### src/hdl/sabtb_pkg.sv
`default_nettype none

package sabtb_pkg;

   localparam int SETS_DEF     = 512;
   localparam int WAYS_DEF     = 4;
   localparam int PC_SHIFT_DEF = 2;

   localparam int PC_W  = 64;
   localparam int TGT_W = 64;
   localparam int OP_W  = 2;

   localparam logic [OP_W-1:0] OP_LOOKUP = 2'd0;
   localparam logic [OP_W-1:0] OP_UPDATE = 2'd1;
   localparam logic [OP_W-1:0] OP_CLEAR  = 2'd2;

   typedef struct packed {
      logic [OP_W-1:0]  operation;
      logic [PC_W-1:0]  pc;
      logic [TGT_W-1:0] new_target;
   } req_payload_type;

   typedef struct packed {
      logic             hit;
      logic [TGT_W-1:0] predicted_target;
   } rsp_payload_type;

   typedef enum logic [1:0] {
      ST_CLEAR,
      ST_IDLE,
      ST_DECIDE
   } state_type;

   typedef struct packed {
      logic rd_en;
      logic load_rsp;
      logic write_back;
      logic clear_start;
      logic clear_step;
   } cmd_type;

   typedef struct packed {
      logic [OP_W-1:0] op;
      logic            rsp_busy;
      logic            clear_last;
   } status_type;

endpackage

`default_nettype wire

### src/hdl/sabtb_controller.sv
`default_nettype none

module sabtb_controller (
   input  wire                     clock,
   input  wire                     reset,
   input  wire                     req_valid,
   output logic                    req_ready,
   output sabtb_pkg::cmd_type      cmd,
   input  sabtb_pkg::status_type   status
);

   sabtb_pkg::state_type state_ff, state_in;

   always_ff @(posedge clock) begin
      if (reset) begin
         state_ff <= sabtb_pkg::ST_CLEAR;
      end else begin
         state_ff <= state_in;
      end
   end

   always_comb begin
      state_in = state_ff;
      case (state_ff)
         sabtb_pkg::ST_CLEAR: begin
            if (status.clear_last) begin
               state_in = sabtb_pkg::ST_IDLE;
            end
         end
         sabtb_pkg::ST_IDLE: begin
            if (req_valid) begin
               state_in = sabtb_pkg::ST_DECIDE;
            end
         end
         sabtb_pkg::ST_DECIDE: begin
            case (status.op)
               sabtb_pkg::OP_LOOKUP: begin
                  if (!status.rsp_busy) begin
                     state_in = sabtb_pkg::ST_IDLE;
                  end
               end
               sabtb_pkg::OP_CLEAR: state_in = sabtb_pkg::ST_CLEAR;
               default:             state_in = sabtb_pkg::ST_IDLE;
            endcase
         end
         default: state_in = sabtb_pkg::ST_CLEAR;
      endcase
   end

   always_comb begin
      req_ready       = 1'b0;
      cmd             = '0;
      case (state_ff)
         sabtb_pkg::ST_CLEAR: begin
            cmd.clear_step = 1'b1;
         end
         sabtb_pkg::ST_IDLE: begin
            req_ready = 1'b1;
            cmd.rd_en = req_valid;
         end
         sabtb_pkg::ST_DECIDE: begin
            case (status.op)
               sabtb_pkg::OP_LOOKUP: cmd.load_rsp    = !status.rsp_busy;
               sabtb_pkg::OP_UPDATE: cmd.write_back  = 1'b1;
               sabtb_pkg::OP_CLEAR:  cmd.clear_start = 1'b1;
               default:              cmd           = '0;
            endcase
         end
         default: cmd = '0;
      endcase
   end

endmodule

`default_nettype wire

### config.mk
export PLATFORM = sky130hd
export DESIGN_NAME = sabtb_controller
export DESIGN_NICKNAME = d
export VERILOG_FILES = /design/src/hdl/sabtb_pkg.sv /design/src/hdl/sabtb_controller.sv
export SDC_FILE = /design/constraint.sdc
export NUM_CORES = 1
export LEC_CHECK = 0
export ABC_AREA = 1
export BUFFER_PORTS_ARGS = -buffer_cell sky130_fd_sc_hd__buf_2
export CAP_MARGIN = 20
export CORE_AREA = 10 10 47 49
export CTS_CLUSTER_DIAMETER = 30
export DETAILED_ROUTE_END_ITERATION = 10
export DIE_AREA = 0 0 57 59
export HOLD_SLACK_MARGIN = 0.05
export PLACE_DENSITY = 0.33
export SYNTH_ARGS = -nofsm -noshare
export SYNTH_HDL_FRONTEND = slang
export SYNTH_SLANG_ARGS = --single-unit
### constraint.sdc
create_clock -name clock -period 2.45 [get_ports clock]
set_input_delay 0.3675 -clock clock [delete_from_list [all_inputs] [get_ports clock]]
set_output_delay 0.3675 -clock clock [all_outputs]
set_load 0.02 [all_outputs]
==> impl_metrics.toml, run 1 <==
[die]
core_um2 = 1401
start_util_pct = 11.07
rows = 14
io_pins = 13
die_w_um = 57
die_h_um = 59
die_area_um2 = 3363

[clock_network]
clkLatencyLatePin_ns = 0.22
cts_setup_buffers = 0
cts_tree = "yes"
cts_root_buffer = "clkbuf_4"
cts_sinks = 2
cts_hold_buf = 0
path_clk_slew_ns = 0.03
cts_buffers = 3
clockBufferDepth = 2
cts-htree-levels = 1
ctsResizeCount = 0

[synth]
yosysWarnings = 0
synth_seq_cells = 2
synth.most_common_cell = "nor2_1"
synth.distinct_cells = 10
synth_nets = 34
avgSynthCellArea_um2 = 5.746
async_flop_share_pct = 0
yosys-top-cells-area = "dfxtp_1 26%, nor2_1 15%, nand2_2 12%"
synth_top_area_cell = "dfxtp_1"
yosysTopAreaCellShare_pct = 25.81
ys.flop_type = "dfxtp_1"
netlist_instances = 27
synth_edf_count = 0
syn_area_um2 = 155.1
ys_seq_area_share_pct = 25.81
yosys-top-cells-count = "6 x nor2_1, 4 x inv_1, 3 x inv_2, 3 x nand2_2, 3 x nor3_1"

[setup_path]
start_kind = "flip-flop"
r2r-start = "state_ff[1]"
cpMaxStageDelayCell = "dfxtp_1"
cp_slowest_stage_delay_ns = 0.40
startpoint = "state_ff[1]"
end_kind = "primary output"
worstPathMaxFanout = 5
critPathArrivalTime_ns = 1.07
worst_ep_required_time_ns = 2.08
worstSetupPathType = "reg -> out"
cp_cell_sequence = "nand2_2, nor3_1, buf_2"
critPathBufInv = 1
critPathTopFamily = "flip-flops"

[finish]
antenna_cells = 0
layout-drive-gt1-share_pct = 54.76
n_fill_cell = 172
reg_top3 = "state_ff (2)"
largest_reg_flops = 2
areaGrowthSynthToFinish_pct = 66.13
top_register = "state_ff"
nNetsFinal = 51

[place]
place.gp.congestion = 0.6509
dp_hpwl_um = 443.6
post-place-ws_ns = 1.159
port_buffers = 12

[run]
cap_violations = 0

[sta]
skew_ns = 0.002647
setup_viol_count_final = 0
fmax_mhz = 695.8
finalHoldViolCount = 0
rsz0062_at_grt = "false"
fin_crit_ns = 1.437
tightest_slew_ns = 0.1828
fin_crit_sh_pct = 58.66
timing.final.ws_setup_ns = 1.013
setup-tns-final_ns = 0
slew_viol_final = 0
slew_headroom_pct = 87.80

[global_route]
grt_pass1_vias = 220
track_usage_pct = 3.328
grt_pass1_wl_um = 821
grt_use_met2_pct = 5.116
grtUsageMet3_pct = 3.863
antenna_found_initial = 0
overflow = 0
grt_start_max_net_pins = 6
met1_usage_pct = 2.019
top_usage_layer = "met2"

[pwr]
cellInternalPower_uw = 102.8
report.power.total_uw = 145.0
swShare_pct = 29.07
irDropWorstVdd_mv = 0.1047
powerDensity_nw_per_um2 = 562.5
clkPwrFrac_pct = 49.4
combPwrFrac_pct = 24.0
p_switching_uw = 42.15
p_leak_nw = 0.1444
seqPwrFrac_pct = 26.6

[worst_hold_path]
hp-class = "in -> reg"
hp-start = "reset"

[detailed_routing]
vias_per_cell = 3.310
drc = 0
wirelength_um = 506
ant_nets = 0
vias = 192
dr.pass1.iters = 4
post_drt_wl_per_cell_um = 8.724
drtIter0Drc = 3

[run_status]
status = "finished clean"
==> metal layers <==
metal	up-vias	share of wire, %
met5	-	0
met4	0	0
met3	0	19
met2	7	51
met1	74	30
li1	111	-
==> worst reg2reg max path: stages, from the launching register on <==
cell and delay (ns):
dfxtp_1 0.40, nand3_1 0.10, nor2_1 0.14, nor2_1 0.05, o211ai_1 0.07, inv_1 0.05
==> cells by family after synthesis <==
family	count (synthesis)	synth area share, %
buffers and inverters	7	16.93
AO/OA/AOI/OAI	1	4.841
AND/OR/NAND/NOR	17	52.41
flip-flops	2	25.81
==> path summary, 6_finish.rpt <==
check | to | slack, ns | cells past startpoint
max | cmd[3] | 1.01 | 3
min | state_ff[1] | 0.34 | 2
max reg2reg | state_ff[0] | 1.52 | 5
min reg2reg | state_ff[0] | 0.60 | 3
==> cells in the final DEF, fill, tap and decap left out, drive strengths merged <==
cell type,instances
buf,12
clkbuf,3
dfxtp,2
inv,7
nand2,5
nand3,1
nor2,8
nor3,3
o211ai,1
==> per-stage QoR <==
| step | cells | hold WS [ns] | util, % | instance area (µm²) |
|---|---|---|---|---|
| 6_report | 58 | 0.3359 | 18.39 | 257.7 |
| 5_1_grt | 58 | 0.3334 | 18.39 | 257.7 |
| 4_1_cts | 58 | 0.3305 | 18.39 | 257.7 |
| 3_5_place_dp | 55 | 0.5705 | 16.79 | 235.2 |
| 3_3_place_gp | 55 | 0.5694 | 16.79 | 235.2 |
| 2_1_floorplan | 27 | 0.4399 | - | 155.1 |
==> power groups by stage <==
stage,sequential [mW],combinational [mW],clock (mW)
after floorplan,0.0383,0.0224,0
after global placement,0.0391,0.0357,0
after detailed placement,0.0391,0.0357,0
after CTS,0.0386,0.0358,0.0770
after global routing,0.0393,0.0390,0.0791
final,0.0385,0.0348,0.0717
==> area by class of cell <==
type                       count  area [µm²]  share of cell area (%)
clock buffer                   3       22.52                   8.738
inverter                       7       26.28                   10.19
multi-input combinational     18       88.84                   34.47
sequential                     2       40.04                   15.53
tap                           16       20.02                   7.767
timing repair buffer          12       60.06                   23.30
Note: power is estimated with default switching activity, not from simulation.
==> inputs of run 2 (changes only) <==
- ABC_AREA: 1 -> 0
- clock period: 2.45 -> 1.4 ns (I/O delays scaled with it)
==> run 2 against run 1 <==
Effect of this change:
- final area fell by 2.9%
- die area did not move
- register-to-register slack got worse by 1.4 ns
- total power is 66% higher
- sequential power is 70% higher
- synthesized cell count decreased by 33%
- worst setup slack got worse by 0.92 ns
- largest power group unchanged
- clock-buffer cell count did not move
- worst hold slack worse by 0.17 ns
==> impl_metrics.toml, run 2 <==
[sta]
fmax_mhz = 764.3
fin_crit_sh_pct = 93.46
slew_viol_final = 0
tightest_slew_ns = 0.2247
finalHoldViolCount = 0
setup_viol_count_final = 0
whs_ns = 0.1653
fin_crit_ns = 1.308
slew_headroom_pct = 85.02
setup-tns-final_ns = 0
skew_ns = 0.005057
rsz0062_at_grt = "false"

[clock_network]
cts_sinks = 2
clkLatencyLatePin_ns = 0.22
path_clk_slew_ns = 0.03
cts_hold_buf = 0
cts_buffers = 3
clockBufferDepth = 2
cts-htree-levels = 1
ctsResizeCount = 0
cts_tree = "yes"
cts_root_buffer = "clkbuf_4"
cts_setup_buffers = 0

[setup_path]
start_kind = "flip-flop"
cp_slowest_stage_delay_ns = 0.37
worstPathMaxFanout = 5
critPathBufInv = 2
critPathArrivalTime_ns = 1.10
cpMaxStageDelayCell = "dfxtp_2"
worst-r2r-cell-count = 3
worst_ep_required_time_ns = 1.19
end_kind = "primary output"
reg2reg_slack_ns = 0.14
r2r-end = "state_ff[1]"
r2r-start = "state_ff[0]"
worstSetupPathType = "reg -> out"
cp_cell_sequence = "and2b_2, nand2_1, inv_1, buf_2"
critPathTopFamily = "flip-flops"

[die]
die_h_um = 59
rows = 14
io_pins = 13
core_um2 = 1401
start_util_pct = 10.45
die_area_um2 = 3363
die_w_um = 57

[synth]
yosysTopAreaCellShare_pct = 27.35
avgSynthCellArea_um2 = 8.133
netlist_instances = 18
synth_nets = 25
synth_seq_cells = 2
yosys-top-cells-count = "2 x dfxtp_1, 2 x inv_1, 2 x nand2_1, 2 x nor3b_1"
ys.flop_type = "dfxtp_1"
syn_area_um2 = 146.4
yosys-top-cells-area = "dfxtp_1 27%, nor3b_1 10%, nand2b_4 9.4%"
synth_edf_count = 0
synth.distinct_cells = 14
synth_top_area_cell = "dfxtp_1"
ys_seq_area_share_pct = 27.35
async_flop_share_pct = 0
yosysWarnings = 0

[place]
port_buffers = 12
place_area_um2 = 226.5
place.gp.congestion = 0.7924

[global_route]
track_usage_pct = 3.238
grt_start_max_net_pins = 7
antenna_found_initial = 0
grt_pass1_wl_um = 814
grt_pass1_vias = 171
overflow = 0

[finish]
reg_top3 = "state_ff (2)"
areaGrowthSynthToFinish_pct = 70.94
antenna_cells = 0
nNetsFinal = 42
postLayoutCellArea_um2 = 250.2
layout_commonest_cell = "buf_2"
layout-drive-gt1-share_pct = 54.55
utilization_pct = 17.86
mostFrequentLayoutCells = "12 x buf_2, 3 x clkbuf_4, 2 x nor3b_1, 2 x nand2_1, 2 x inv_1"
largest_reg_flops = 2
top_register = "state_ff"
n_fill_cell = 168

[detailed_routing]
wirelength_um = 505
post_drt_wl_per_cell_um = 10.31
vias = 186
drc = 0
dr.pass1.iters = 4
ant_nets = 0
vias_per_cell = 3.796
drtIter0Drc = 7

[run]
cap_violations = 0

[pwr]
report.power.total_uw = 240.6
p_leak_nw = 0.1189
powerDensity_nw_per_um2 = 961.6
irDropWorstVdd_mv = 0.4643

[worst_hold_path]
hp-class = "in -> reg"
hp-start = "reset"
hold_depth = 2
min_to = "state_ff[1]"

[run_status]
status = "finished clean"
==> run 2: cell count changes after synthesis, sizes merged, moves of 2 or more <==
cell    delta
nor3       -2
nor3b      +2
nand2b     +2
nand2      -3
inv        -5
nor2       -7
==> run 2: layer usage <==
layer	track usage, %	wire (µm)	share of wire, %
met5	0	0	0
met4	1.007	0	0
met3	4.936	103	20
met2	2.016	103	20
met1	4.265	297	59
==> run 2: cell type report <==
cell class	instances	area (µm²)	area share, %
Multi-Input combinational cell	14	98.84	39.50
Timing Repair Buffer	12	60.06	24.00
Sequential cell	2	41.29	16.50
Clock buffer	3	22.52	9.000
Tap cell	16	20.02	8.000
Inverter	2	7.507	3.000
==> run 2: through the flow <==
step / setup WS (ns) / instances
CTS: 0.01161 / 49
global route: 0.02175 / 49
detailed placement: 0.1403 / 46
finish: 0.09154 / 49
global placement: 0.1672 / 46
floorplan: 0.08945 / 18
==> run 2: cell families after synthesis <==
kind of cell           Yosys count  share of synthesized area, %
flip-flops                       2                         27.35
buffers and inverters            2                         5.130
AO/OA/AOI/OAI                    3                         15.38
AND/OR/NAND/NOR                 11                         52.13
==> run 2: report_power, final <==
| group | internal [mW] | switching (mW) |
|---|---|---|
| logic | 0.0232 | 0.0284 |
| clock network | 0.0943 | 0.0292 |
| registers | 0.0614 | 0.00414 |
| total | 0.179 | 0.0617 |
==> run 2: worst reg2reg max path, stage by stage, from the launching register on <==
cell	delay (ns)
dfxtp_1	0.32
nand2b_4	0.16
or4b_1	0.54
a21oi_1	0.16
==> run 2: worst max path at each step <==
stage                start           to  slack [ns]  cells after the start
3_5_place_dp   state_ff[1]  state_ff[1]        0.14                      3
6_report       state_ff[1]       cmd[4]        0.09                      4
3_3_place_gp   state_ff[1]  state_ff[1]        0.17                      3
2_1_floorplan  state_ff[1]       cmd[3]        0.09                      2
5_1_grt        state_ff[0]       cmd[2]        0.02                      3
4_1_cts        state_ff[1]       cmd[4]        0.01                      4
